<file path="src/hw/rtl/ardse_pkg.sv">
`default_nettype none

package ardse_pkg;

	localparam int MAX_DIM = 4;
	localparam int IDX_W   = 2;
	localparam int MUL_A_W = 32;
	localparam int MUL_B_W = 17;
	localparam int MUL_P_W = MUL_A_W + MUL_B_W;

	localparam logic [23:0] SUM_MAX   = 24'hFF_FFFF;
	localparam logic [16:0] LOG2E_Q16 = 17'd94548;
	localparam logic [16:0] LN2_Q16   = 17'd45426;
	localparam logic [16:0] ONE_Q16   = 17'd65536;

	// register indexes on the configuration port
	localparam logic [2:0] REG_DIMS    = 3'd0;
	localparam logic [2:0] REG_INV_0   = 3'd1;
	localparam logic [2:0] REG_INV_1   = 3'd2;
	localparam logic [2:0] REG_INV_2   = 3'd3;
	localparam logic [2:0] REG_INV_3   = 3'd4;
	localparam logic [2:0] REG_SIG_VAR = 3'd5;
	localparam logic [2:0] REG_NOISE   = 3'd6;

	typedef struct packed {
		logic [15:0] coord_first;
		logic [15:0] coord_second;
		logic        on_diagonal;
	} ardse_in_t;

	typedef struct packed {
		logic [24:0] kernel_value;
		logic        saturated;
	} ardse_out_t;

	typedef struct packed {
		logic [2:0]                 dims_in_use;
		logic [MAX_DIM-1:0][15:0]   inv_len_sq;
		logic [15:0]                signal_variance;
		logic [15:0]                noise_variance;
	} ardse_cfg_t;

	// operand pairs for the shared multiplier
	typedef enum logic [2:0] {
		MUL_DIFF_SQ = 3'd0,
		MUL_SCALE   = 3'd1,
		MUL_LOG2E   = 3'd2,
		MUL_LN2     = 3'd3,
		MUL_HORNER  = 3'd4,
		MUL_RECIP   = 3'd5,
		MUL_AMP     = 3'd6
	} ardse_mul_sel_t;

	typedef struct packed {
		logic           in_take;
		logic           mul_en;
		ardse_mul_sel_t mul_sel;
		logic           acc_en;
		logic           frac_en;
		logic           horner_init;
		logic           horner_sub;
		logic           out_load;
	} ardse_cmd_t;

	typedef struct packed {
		logic is_last;
		logic horner_done;
	} ardse_status_t;

	typedef struct packed {
		logic [15:0] mult;
		logic [4:0]  shift;
	} ardse_recip_t;

	// floor(p/k) = (p*mult) >> shift, exact for any 16-bit p
	function automatic ardse_recip_t horner_recip(input logic [2:0] k);
		ardse_recip_t r;
		begin
			unique case (k)
				3'd5:    r = '{mult: 16'd52429, shift: 5'd18};
				3'd4:    r = '{mult: 16'd1,     shift: 5'd2};
				3'd3:    r = '{mult: 16'd43691, shift: 5'd17};
				3'd2:    r = '{mult: 16'd1,     shift: 5'd1};
				default: r = '{mult: 16'd1,     shift: 5'd0};
			endcase
			return r;
		end
	endfunction

endpackage

`default_nettype wire

</file>
<file path="src/hw/rtl/ardse_cfg.sv">
`default_nettype none

module ardse_cfg (
	input  wire logic              clk,
	input  wire logic              arst_n,
	input  wire logic              cfg_valid,
	output logic                   cfg_ready,
	input  wire logic [2:0]        cfg_index,
	input  wire logic [15:0]       cfg_data,
	output ardse_pkg::ardse_cfg_t  cfg
);

	ardse_pkg::ardse_cfg_t cfg_q;

	assign cfg_ready = 1'b1;
	assign cfg       = cfg_q;

	always_ff @(posedge clk or negedge arst_n) begin
		if (!arst_n) begin
			cfg_q.dims_in_use     <= 3'd4;
			cfg_q.inv_len_sq      <= {ardse_pkg::MAX_DIM{16'd256}};
			cfg_q.signal_variance <= 16'd256;
			cfg_q.noise_variance  <= 16'd0;
		end else if (cfg_valid) begin
			unique case (cfg_index)
				ardse_pkg::REG_DIMS:    cfg_q.dims_in_use     <= cfg_data[2:0];
				ardse_pkg::REG_INV_0:   cfg_q.inv_len_sq[0]   <= cfg_data;
				ardse_pkg::REG_INV_1:   cfg_q.inv_len_sq[1]   <= cfg_data;
				ardse_pkg::REG_INV_2:   cfg_q.inv_len_sq[2]   <= cfg_data;
				ardse_pkg::REG_INV_3:   cfg_q.inv_len_sq[3]   <= cfg_data;
				ardse_pkg::REG_SIG_VAR: cfg_q.signal_variance <= cfg_data;
				ardse_pkg::REG_NOISE:   cfg_q.noise_variance  <= cfg_data;
				default: ; // unmapped index, write dropped
			endcase
		end
	end

endmodule

`default_nettype wire

</file>
<file path="src/hw/rtl/ardse_dp.sv">
`default_nettype none

module ardse_dp (
	input  wire logic                  clk,
	input  wire logic                  arst_n,
	input  wire ardse_pkg::ardse_cfg_t cfg,
	input  wire ardse_pkg::ardse_in_t  in_data,
	input  wire ardse_pkg::ardse_cmd_t cmd,
	output ardse_pkg::ardse_status_t   status,
	output ardse_pkg::ardse_out_t      out_data
);

	logic [15:0]                     diff_q;
	logic                            diag_q;
	logic [ardse_pkg::MUL_P_W-1:0]   mul_q;
	logic [23:0]                     sum_q;
	logic [ardse_pkg::IDX_W-1:0]     idx_q;
	logic                            ovf_q;
	logic [7:0]                      n_q;
	logic [15:0]                     g_q;
	logic [16:0]                     r_q;
	logic [2:0]                      k_q;
	ardse_pkg::ardse_out_t           out_q;

	logic [15:0]                     diff;
	logic [ardse_pkg::MUL_A_W-1:0]   op_a;
	logic [ardse_pkg::MUL_B_W-1:0]   op_b;
	logic [ardse_pkg::MUL_P_W-1:0]   prod;
	logic [24:0]                     sum_wide;
	logic [2:0]                      dims_eff;
	logic [2:0]                      idx_next;
	ardse_pkg::ardse_recip_t         recip;
	logic [15:0]                     quot;
	logic [8:0]                      out_shift;
	logic [32:0]                     scaled;
	logic [24:0]                     kernel;

	assign diff = (in_data.coord_first >= in_data.coord_second)
		? in_data.coord_first - in_data.coord_second
		: in_data.coord_second - in_data.coord_first;

	assign recip = ardse_pkg::horner_recip(k_q);

	always_comb begin
		unique case (cmd.mul_sel)
			ardse_pkg::MUL_DIFF_SQ: begin
				op_a = {16'd0, diff_q};
				op_b = {1'b0, diff_q};
			end
			ardse_pkg::MUL_SCALE: begin
				op_a = mul_q[31:0];
				op_b = {1'b0, cfg.inv_len_sq[idx_q]};
			end
			ardse_pkg::MUL_LOG2E: begin
				op_a = {8'd0, sum_q};
				op_b = ardse_pkg::LOG2E_Q16;
			end
			ardse_pkg::MUL_LN2: begin
				op_a = {16'd0, mul_q[32:17]};
				op_b = ardse_pkg::LN2_Q16;
			end
			ardse_pkg::MUL_HORNER: begin
				op_a = {16'd0, g_q};
				op_b = r_q;
			end
			ardse_pkg::MUL_RECIP: begin
				op_a = {16'd0, mul_q[31:16]};
				op_b = {1'b0, recip.mult};
			end
			ardse_pkg::MUL_AMP: begin
				op_a = {16'd0, cfg.signal_variance};
				op_b = r_q;
			end
			default: begin
				op_a = '0;
				op_b = '0;
			end
		endcase
	end

	assign prod = {{ardse_pkg::MUL_B_W{1'b0}}, op_a} * {{ardse_pkg::MUL_A_W{1'b0}}, op_b};

	// term is (d*d*inv) >> 24, always within 24 bits
	assign sum_wide = {1'b0, sum_q} + {1'b0, mul_q[47:24]};

	always_comb begin
		if (cfg.dims_in_use == 3'd0)
			dims_eff = 3'd1;
		else if (cfg.dims_in_use > 3'(ardse_pkg::MAX_DIM))
			dims_eff = 3'(ardse_pkg::MAX_DIM);
		else
			dims_eff = cfg.dims_in_use;
	end

	assign idx_next = {1'b0, idx_q} + 3'd1;

	assign status.is_last     = idx_next >= dims_eff;
	assign status.horner_done = k_q == 3'd1;

	assign quot = 16'(mul_q[31:0] >> recip.shift);

	// result = (sv * r) >> (8 + n), zero once the shift clears the product
	assign out_shift = 9'd8 + {1'b0, n_q};
	assign scaled    = (out_shift >= 9'd40) ? 33'd0 : mul_q[32:0] >> out_shift[5:0];
	assign kernel    = scaled[24:0] + (diag_q ? {1'b0, cfg.noise_variance, 8'd0} : 25'd0);

	always_ff @(posedge clk or negedge arst_n) begin
		if (!arst_n) begin
			sum_q <= '0;
			idx_q <= '0;
			ovf_q <= 1'b0;
		end else if (cmd.out_load) begin
			sum_q <= '0;
			idx_q <= '0;
			ovf_q <= 1'b0;
		end else if (cmd.acc_en) begin
			if (sum_wide[24]) begin
				sum_q <= ardse_pkg::SUM_MAX;
				ovf_q <= 1'b1;
			end else begin
				sum_q <= sum_wide[23:0];
			end
			if (!status.is_last)
				idx_q <= idx_next[ardse_pkg::IDX_W-1:0];
		end
	end

	always_ff @(posedge clk) begin
		if (cmd.in_take) begin
			diff_q <= diff;
			diag_q <= in_data.on_diagonal;
		end
		if (cmd.mul_en)
			mul_q <= prod;
		if (cmd.frac_en)
			n_q <= mul_q[40:33];
		if (cmd.horner_init) begin
			g_q <= mul_q[31:16];
			r_q <= ardse_pkg::ONE_Q16;
			k_q <= 3'd5;
		end else if (cmd.horner_sub) begin
			r_q <= ardse_pkg::ONE_Q16 - {1'b0, quot};
			k_q <= k_q - 3'd1;
		end
		if (cmd.out_load) begin
			out_q.kernel_value <= kernel;
			out_q.saturated    <= ovf_q;
		end
	end

	assign out_data = out_q;

endmodule

`default_nettype wire

</file>
<file path="src/hw/rtl/ardse_ctrl.sv">
`default_nettype none

module ardse_ctrl (
	input  wire logic                     clk,
	input  wire logic                     arst_n,
	input  wire logic                     in_valid,
	output logic                          in_ready,
	output logic                          out_valid,
	input  wire logic                     out_ready,
	input  wire ardse_pkg::ardse_status_t status,
	output ardse_pkg::ardse_cmd_t         cmd
);

	typedef enum logic [11:0] {
		ST_IDLE   = 12'b0000_0000_0001,
		ST_SQ     = 12'b0000_0000_0010,
		ST_SCALE  = 12'b0000_0000_0100,
		ST_ACC    = 12'b0000_0000_1000,
		ST_LOG    = 12'b0000_0001_0000,
		ST_FRAC   = 12'b0000_0010_0000,
		ST_GINIT  = 12'b0000_0100_0000,
		ST_HMUL   = 12'b0000_1000_0000,
		ST_HDIV   = 12'b0001_0000_0000,
		ST_HSUB   = 12'b0010_0000_0000,
		ST_AMP    = 12'b0100_0000_0000,
		ST_OUT    = 12'b1000_0000_0000
	} ardse_state_t;

	ardse_state_t state_q, state_d;
	logic         out_valid_q;
	logic         out_free;

	assign out_free  = !out_valid_q || out_ready;
	assign in_ready  = state_q == ST_IDLE;
	assign out_valid = out_valid_q;

	always_comb begin
		state_d         = state_q;
		cmd             = '0;
		cmd.mul_sel     = ardse_pkg::MUL_DIFF_SQ;
		unique case (state_q)
			ST_IDLE: begin
				cmd.in_take = in_valid;
				if (in_valid)
					state_d = ST_SQ;
			end
			ST_SQ: begin
				cmd.mul_en  = 1'b1;
				cmd.mul_sel = ardse_pkg::MUL_DIFF_SQ;
				state_d     = ST_SCALE;
			end
			ST_SCALE: begin
				cmd.mul_en  = 1'b1;
				cmd.mul_sel = ardse_pkg::MUL_SCALE;
				state_d     = ST_ACC;
			end
			ST_ACC: begin
				cmd.acc_en = 1'b1;
				state_d    = status.is_last ? ST_LOG : ST_IDLE;
			end
			ST_LOG: begin
				cmd.mul_en  = 1'b1;
				cmd.mul_sel = ardse_pkg::MUL_LOG2E;
				state_d     = ST_FRAC;
			end
			ST_FRAC: begin
				cmd.mul_en  = 1'b1;
				cmd.mul_sel = ardse_pkg::MUL_LN2;
				cmd.frac_en = 1'b1;
				state_d     = ST_GINIT;
			end
			ST_GINIT: begin
				cmd.horner_init = 1'b1;
				state_d         = ST_HMUL;
			end
			ST_HMUL: begin
				cmd.mul_en  = 1'b1;
				cmd.mul_sel = ardse_pkg::MUL_HORNER;
				state_d     = ST_HDIV;
			end
			ST_HDIV: begin
				cmd.mul_en  = 1'b1;
				cmd.mul_sel = ardse_pkg::MUL_RECIP;
				state_d     = ST_HSUB;
			end
			ST_HSUB: begin
				cmd.horner_sub = 1'b1;
				state_d        = status.horner_done ? ST_AMP : ST_HMUL;
			end
			ST_AMP: begin
				cmd.mul_en  = 1'b1;
				cmd.mul_sel = ardse_pkg::MUL_AMP;
				state_d     = ST_OUT;
			end
			ST_OUT: begin
				// hold until the result register is free
				if (out_free) begin
					cmd.out_load = 1'b1;
					state_d      = ST_IDLE;
				end
			end
			default: state_d = ST_IDLE;
		endcase
	end

	always_ff @(posedge clk or negedge arst_n) begin
		if (!arst_n) begin
			state_q     <= ST_IDLE;
			out_valid_q <= 1'b0;
		end else begin
			state_q <= state_d;
			if (cmd.out_load)
				out_valid_q <= 1'b1;
			else if (out_ready)
				out_valid_q <= 1'b0;
		end
	end

endmodule

`default_nettype wire

</file>
<file path="src/hw/rtl/ard_squared_exponential_kernel_unit.sv">
// ARD squared-exponential kernel: feed one coordinate pair per item, dimension 0 first, for
// dims_in_use items; the last one gives signal_variance*exp(-0.5*sum) in Q9.16, plus
// noise_variance when on_diagonal is set on it. Every product goes through one shared
// 32x17 multiplier, so the steps of an item run one after another and no new item is taken
// until the last is done: difference, square, scale, accumulate for each item; the last item
// then adds the base-2 split, the five-step Horner exp chain, the amplitude and final shift
// before the result is registered, waiting if the previous result has not been taken.
// Configuration writes take effect at once and must be made only while the block is idle.
`default_nettype none

module ard_squared_exponential_kernel_unit (
	input  wire logic                 clk,
	input  wire logic                 arst_n,
	input  wire logic                 in_valid,
	output logic                      in_ready,
	input  wire ardse_pkg::ardse_in_t in_data,
	output logic                      out_valid,
	input  wire logic                 out_ready,
	output ardse_pkg::ardse_out_t     out_data,
	input  wire logic                 cfg_valid,
	output logic                      cfg_ready,
	input  wire logic [2:0]           cfg_index,
	input  wire logic [15:0]          cfg_data
);

	ardse_pkg::ardse_cfg_t    cfg;
	ardse_pkg::ardse_cmd_t    cmd;
	ardse_pkg::ardse_status_t status;

	ardse_cfg u_cfg (
		.clk       (clk),
		.arst_n    (arst_n),
		.cfg_valid (cfg_valid),
		.cfg_ready (cfg_ready),
		.cfg_index (cfg_index),
		.cfg_data  (cfg_data),
		.cfg       (cfg)
	);

	ardse_ctrl u_ctrl (
		.clk       (clk),
		.arst_n    (arst_n),
		.in_valid  (in_valid),
		.in_ready  (in_ready),
		.out_valid (out_valid),
		.out_ready (out_ready),
		.status    (status),
		.cmd       (cmd)
	);

	ardse_dp u_dp (
		.clk      (clk),
		.arst_n   (arst_n),
		.cfg      (cfg),
		.in_data  (in_data),
		.cmd      (cmd),
		.status   (status),
		.out_data (out_data)
	);

endmodule

`default_nettype wire

</file>
<file path="config.mk">
export PLATFORM = sky130hd
export DESIGN_NAME = ard_squared_exponential_kernel_unit
export DESIGN_NICKNAME = d
export VERILOG_FILES = /design/src/hw/rtl/ardse_pkg.sv /design/src/hw/rtl/ardse_cfg.sv /design/src/hw/rtl/ardse_dp.sv /design/src/hw/rtl/ardse_ctrl.sv /design/src/hw/rtl/ard_squared_exponential_kernel_unit.sv
export SDC_FILE = /design/constraint.sdc
export NUM_CORES = 2
export LEC_CHECK = 0
export BUFFER_PORTS_ARGS = -buffer_cell sky130_fd_sc_hd__buf_4
export CAP_MARGIN = 20
export CORE_UTILIZATION = 45
export DETAILED_ROUTE_END_ITERATION = 8
export RECOVER_POWER = 50
export SLEW_MARGIN = 0
export SYNTH_ARGS = -nofsm -noshare
export SYNTH_HDL_FRONTEND = slang
export SYNTH_SLANG_ARGS = --single-unit
</file>
<file path="constraint.sdc">
create_clock -name clk -period 8.04 [get_ports clk]
set_clock_uncertainty 0.05 [all_clocks]
set_input_delay 1.206 -clock clk [delete_from_list [all_inputs] [get_ports clk]]
set_output_delay 1.206 -clock clk [all_outputs]
set_load 0.02 [all_outputs]
</file>
Word-level counts from Yosys, hierarchy flattened
Index checks and enable logic that the tools add are counted.
{"block": "op_classes", "addsub": 8, "n_mul": 1, "mux": 34, "shifts": 2, "n_eq_ne": 32, "n_reduce_logical": 19, "magnitude_cmp": 5}
{"op": "32-bit one-hot mux with 7 select lines", "count": 1}
{"op": "12-bit one-hot mux with 12 select lines", "count": 1}
{"op": "17-bit one-hot mux with 6 select lines", "count": 1}
{"op": "24-bit two-way mux", "count": 4}
{"op": "21-bit one-hot mux with 4 select lines", "count": 1}
{"op": "32-bit by 17-bit multiplier with 48-bit output", "count": 1}
{"op": "33-bit by 6-bit >> shifter with 25-bit output", "count": 1}
{"op": "16-bit binary-select mux with 2-bit select", "count": 1}
{"op": "16-bit two-way mux", "count": 2}
{"op": "32-bit by 5-bit >> shifter with 16-bit output", "count": 1}
{"op": "16-bit subtractor", "count": 2}
{"op": "4-bit one-hot mux with 7 select lines", "count": 1}
{"op": "24-bit by 24-bit adder with 25-bit output", "count": 1}
{"op": "25-bit adder", "count": 1}
{"op": "25-bit two-way mux", "count": 1}
{"op": "3-bit equality test, second input constant", "count": 8}
{"op": "12-bit two-way mux", "count": 2}
{"op": "2-bit AND reduction", "count": 10}
{"op": "3-bit by 2-bit equality test with 1-bit output, second input constant", "count": 6}
{"op": "17-bit by 16-bit subtractor with 17-bit output, first input constant", "count": 1}
{"op": "16-bit >= comparator", "count": 1}
{"op": "12-bit by 1-bit equality test with 1-bit output, second input constant", "count": 1}
{"op": "12-bit by 10-bit equality test with 1-bit output, second input constant", "count": 1}
{"op": "12-bit by 11-bit equality test with 1-bit output, second input constant", "count": 1}
{"op": "other kinds (29)", "count": 50}
{"block": "word_totals", "ff_bits": 274, "out_inout_bits": 29, "elab_cells": 122, "input_bits": 57}

Logic depth before layout (Yosys ltp)
{"block": "logic_depth", "ltp_word": 7, "mapped_depth": 34, "mapped_depth_nobuf": 32}

Hierarchy
Synthesis repeated with hierarchy kept, for this count alone.
{"block": "unflattened", "hier_cells": 3634, "hier_area_um2": 34331.7}
{"mod": "ardse_dp", "cells_per_inst": 3341, "area_each_um2": 29793.6, "instances": 1, "seq_area_each_um2": 4529.3}
{"mod": "ardse_cfg", "cells_per_inst": 217, "area_each_um2": 3803.6, "instances": 1, "seq_area_each_um2": 2484.9}
{"mod": "ardse_ctrl", "cells_per_inst": 76, "area_each_um2": 734.5, "instances": 1, "seq_area_each_um2": 326.6}

Least setup slack after synthesis
Ideal clock, no wire load.
{"block": "synth_timing", "kind": "flip-flop to flip-flop", "startpoint": "reg u_ctrl.state_q[0]", "endpoint": "reg u_dp.mul_q[42] (netlist bit) (data pin)", "required_ns": 7.727, "stages_incl_launch_ff": 33, "path_buffers": 3, "setup_ns": 0.263, "path_slack_ns": -0.112, "arrival_time_ns": 7.839, "cell_sequence": "dfstp_2 nor4_2 and3_1 nand2_1 nor3b_4 or2_4 nor4b_4 buf_6 buf_4 a21o_1 buf_2 nand2_1 fa_1 inv_1 fa_1 inv_1 fa_1 inv_1 fa_1 fa_1 inv_1 fa_1 inv_1 ha_1 a22o_1 or4_1 nor2_2 o311ai_4 a31oi_4 o21ai_2 a31o_2 a2111oi_2 nor2_1"}
{"block": "synth_between", "elab_chain_cells": 6}
{"element": "start, declared", "line": "ardse_ctrl.sv:29", "text": "ardse_state_t state_q, state_d;"}
{"element": "start signal, assigned", "line": "ardse_ctrl.sv:111", "text": "state_q <= state_d;"}
{"element": "12-bit by 11-bit equality test with 1-bit output, or another cell as far along", "line": "ardse_ctrl.sv:41", "text": "unique case (state_q)"}
{"element": "4-bit one-hot mux with 7 select lines *", "line": "ardse_ctrl.sv:41"}
{"element": "3-bit equality test", "line": "ardse_dp.sv:45", "text": "unique case (cmd.mul_sel)"}
{"element": "2-bit OR reduction (no line)"}
{"element": "17-bit one-hot mux with 6 select lines", "line": "ardse_dp.sv:45"}
{"element": "32-bit by 17-bit multiplier with 48-bit output *", "line": "ardse_dp.sv:81", "text": "assign prod = {{ardse_pkg::MUL_B_W{1'b0}}, op_a} * {{ardse_pkg::MUL_A_W{1'b0}}, op_b};"}
{"element": "named net u_dp.prod (one bit)", "line": "ardse_dp.sv:28", "text": "logic [ardse_pkg::MUL_P_W-1:0] prod;"}
{"element": "end signal, assigned", "line": "ardse_dp.sv:134", "text": "mul_q <= prod;"}
{"element": "end, declared", "line": "ardse_dp.sv:15", "text": "logic [ardse_pkg::MUL_P_W-1:0] mul_q;"}
The timed path passes the listed nets; every way through them passes the cells marked *.
A chain may end at the register's enable or synchronous reset.

Worst setup path after layout
{"block": "layout_timing", "startpoint": "reg u_ctrl.state_q[5]", "endpoint": "reg u_dp.mul_q[42] (netlist bit) (data pin)"}
The elaborated chain is that of the path after synthesis.

==> run_results.csv <==
group,metric,value,unit
timing,slew_violations,68,
timing,timing.final.crit_share,104,%
worst_setup_path,crit_path_capture_type,"flop",
finish,nets,4681,
clocking,ctsLongestPathBuffers,3,
worst_setup_path,worstPathArrival,8.59,ns
route,route.detailed.vias_per_inst,5.52,
clocking,insertion_delay,0.59,ns
outcome,violations,"max-capacitance violations, max-slew violations, negative setup slack",
die,die_area,76700,µm²
grt,antenna_found_initial,2,
route,detailedRoute.firstPassIterationCount,6,
worst_setup_path,cp_common_cell,"sky130_fd_sc_hd__fa_1",
worst_setup_path,setup.worst_path.class,"reg -> reg",
placed_design,place_inst,4858,
route,remaining_drc_errors,0,
die,initial_core_util,45.6,%
die,die-height,277,µm
placed_design,finalWeightedCongestion,0.996,
clocking,cts_buffers,28,
timing,unrepaired_setup_endpoints_after_global_routing,"yes",
grt,grt_pass1_vias,27800,
run,max_cap_viol_count,1,
yosys,post_syn_area_per_cell,9.42,µm²
placed_design,post_dp_hpwl,85500,µm
grt,grt_max_degree,74,
timing,final_critical_period,8.34,ns
timing,relSlewSlack,-157,%
placed_design,place.port_buffers,84,
yosys,syn-instance-count,3611,
outcome,outcome,"finished with violations",
grt,grt_util_all_layers,27.4,%
clocking,clock_root_buffer,"sky130_fd_sc_hd__clkbuf_16",
clocking,cts.reportedPaths.clkPinSlew,0.07,ns
min_path,min_path_type,"reg -> reg",
timing,hold_ws,0.419,ns
die,dieWidth,277,µm
die,rows,100,
die,core_area,74600,µm²
worst_setup_path,crit_path_start_kind,"flop",
yosys,yosysUniqueCellTypes,92,
timing,final-setup-viol-count,13,
route,via_count,27400,
route,wirelength,105000,µm
clocking,tritoncts,"built",
worst_setup_path,reg2regPathDepth,32,
finish,mostFrequentLayoutCell,"sky130_fd_sc_hd__inv_1",
finish,antenna-diode-count,0,
finish,area_growth_syn_to_layout,19.7,%
finish,layout-drive-gt1-share,22.2,%
finish,layoutNonFillerInstCount,4962,
yosys,synthesis.area,34000,µm²
min_path,hold_depth,2,
yosys,portion_of_the_post_synthesis_area_used_by_sequential_elements,21.6,%
worst_setup_path,max_stage_delay,0.53,ns
die,top_level_ports,86,
yosys,ys_ff_latch,274,
route,first_iter_violations,2289,
worst_setup_path,required,8.29,ns
yosys,yosys_most_used_dff,"sky130_fd_sc_hd__dfrtp_1",
timing,fmax,120,MHz
timing,timing.final.hold_violations,0,
clocking,cts_max_level,1,
route,drt-wirelength-per-cell,21.1,µm
grt,global_route_wire_length_before_repair,163000,µm
worst_setup_path,timing.critical_path.slowest_stage_cell,"sky130_fd_sc_hd__or4_4",
worst_setup_path,cp_max_fo,10,
grt,grt_overflow,0,
yosys,synth_enable_flop_cells,115,
yosys,yosysWarningCount,0,
route,drt.antenna.violating_nets,0,
finish,mostFrequentLayoutCells,"sky130_fd_sc_hd__inv_1, sky130_fd_sc_hd__nand2_1, sky130_fd_sc_hd__fa_1",
yosys,synth-async-reset-ratio,50.7,%
timing,max_slew.worst_pin.slew,3.86,ns
clocking,clock-sinks,274,
timing,layout_setup_ws,-0.304,ns
-- Yosys cell counts, types with 7 or more instances --
cell type / n / area [µm²]
sky130_fd_sc_hd__dfrtp_1: 132 / 3300
sky130_fd_sc_hd__ha_1: 201 / 2510
sky130_fd_sc_hd__and3_1: 16 / 100
sky130_fd_sc_hd__nand3b_1: 9 / 67.6
sky130_fd_sc_hd__o21a_1: 15 / 113
sky130_fd_sc_hd__nor3b_1: 13 / 97.6
sky130_fd_sc_hd__nand2b_1: 50 / 313
sky130_fd_sc_hd__mux2_2: 107 / 1200
sky130_fd_sc_hd__xor2_1: 31 / 272
sky130_fd_sc_hd__inv_1: 563 / 2110
sky130_fd_sc_hd__or3_1: 12 / 75.1
sky130_fd_sc_hd__mux4_2: 45 / 1010
sky130_fd_sc_hd__nand3_1: 60 / 300
sky130_fd_sc_hd__edfxtp_1: 115 / 3450
sky130_fd_sc_hd__a21oi_1: 141 / 706
sky130_fd_sc_hd__a221o_1: 7 / 70.1
sky130_fd_sc_hd__o211ai_1: 15 / 113
sky130_fd_sc_hd__a31o_2: 8 / 70.1
sky130_fd_sc_hd__a22oi_1: 55 / 413
sky130_fd_sc_hd__a31oi_1: 19 / 119
sky130_fd_sc_hd__clkbuf_1: 91 / 342
sky130_fd_sc_hd__nor2b_1: 36 / 225
sky130_fd_sc_hd__nand2_1: 510 / 1910
sky130_fd_sc_hd__buf_2: 68 / 340
sky130_fd_sc_hd__buf_1: 12 / 45.0
sky130_fd_sc_hd__xnor2_1: 67 / 587
sky130_fd_sc_hd__a211o_1: 8 / 70.1
sky130_fd_sc_hd__nor2_1: 295 / 1110
sky130_fd_sc_hd__o21bai_1: 7 / 52.6
sky130_fd_sc_hd__nor4_1: 8 / 50.1
sky130_fd_sc_hd__o21ai_0: 68 / 340
sky130_fd_sc_hd__a21o_1: 59 / 443
sky130_fd_sc_hd__nor3_1: 24 / 120
sky130_fd_sc_hd__a211oi_1: 32 / 240
sky130_fd_sc_hd__mux2i_1: 37 / 370
sky130_fd_sc_hd__and2_1: 58 / 363
sky130_fd_sc_hd__a311oi_1: 7 / 61.3
sky130_fd_sc_hd__dfstp_2: 7 / 184
sky130_fd_sc_hd__fa_1: 452 / 9050
sky130_fd_sc_hd__dfxtp_1: 20 / 400
sky130_fd_sc_hd__nand4_1: 12 / 75.1
-- layer usage --
| metal | global-route usage [%] | share of wire, % |
|---|---|---|
| met1 | 38.7 | 43 |
| met2 | 45.8 | 48 |
| met3 | 2.30 | 6.3 |
| met4 | 6.03 | 2.6 |
| met5 | 0 | 0 |
-- worst paths after layout --
path | slack [ns] | endpoint | from
min in group asynchronous | 1.92 | u_ctrl.state_q[8] | arst_n
max in group asynchronous | 3.53 | u_cfg.cfg[34] | arst_n
setup / recovery | -0.30 | u_dp.mul_q[42] | u_ctrl.state_q[5]
hold / removal | 0.42 | u_dp.r_q[15] | u_dp.r_q[15]
hold reg to reg | 0.42 | u_dp.r_q[15] | u_dp.r_q[15]
setup reg to reg | -0.30 | u_dp.mul_q[42] | u_ctrl.state_q[5]
-- critical path: cells and delay by family (launching register included) --
kind	cells	cell delay [ns]
AND/OR/NAND/NOR	9	2.13
buffers and inverters	8	0.83
flip-flops	1	0.41
adder cells (fa/ha/maj)	7	3.15
AO/OA/AOI/OAI	8	1.50
-- repair_timing --
item,CTS,global route
hold buffers,0,0
gates resized for setup,115,77
endpoints found under the setup margin,22,24
pin swaps,65,32
setup buffers,29,19
gates cloned,1,4
-- metrics by stage --
step | instance area (µm²) | utilization, % | worst slack (ns) | TNS [ns]
CTS | 40200 | 53.9 | -0.197 | -1.12
detailed placement | 38600 | 51.8 | -0.500 | -6.11
floorplan | 34100 | - | 0.00580 | 0
finish | 40700 | 54.6 | -0.304 | -1.78
global route | 40700 | 54.6 | -0.490 | -5.49
global placement | 38600 | 51.7 | -0.415 | -4.44
-- cells by family (layout without fill, tap and decap cells) --
logic type	after synthesis	count (layout)	share of synthesized area (%)
and+or+nand+nor	1142	1142	15.3
buffers and inverters	746	1122	8.68
adders and majority gates	653	653	34.0
AOI/OAI and AO/OA	506	506	10.2
DFF	274	274	21.6
muxes	190	190	7.69
xor gates and xnor gates	98	98	2.52
other	2	8	0.0221
-- layout make-up --
cell class                      count  area (µm²)
Multi-Input combinational cell   2597       24500
Inverter                          563        2110
Tap cell                          969        1210
Timing Repair Buffer              507        4680
Fill cell                        6706       33900
Clock inverter                     14        88.8
Clock buffer                       38         800
Sequential cell                   274        7340
-- flip-flops by register name, summed over array words and instances (netlist names) --
signal,flops
u_cfg.cfg,99
u_dp.mul_q,48
u_dp.out_data,26
u_dp.sum_q,24
u_dp.r_q,17
u_dp.diff_q,16
u_dp.g_q,16
u_ctrl.state_q,12
u_dp.n_q,8
u_dp.k_q,3
u_dp.idx_q,2
u_ctrl.out_valid,1
u_dp.diag_q,1
u_dp.ovf_q,1
Power is left out: the tool's default activity adds up to more than one toggle a clock period on the data nets, which glitch-free logic cannot reach.
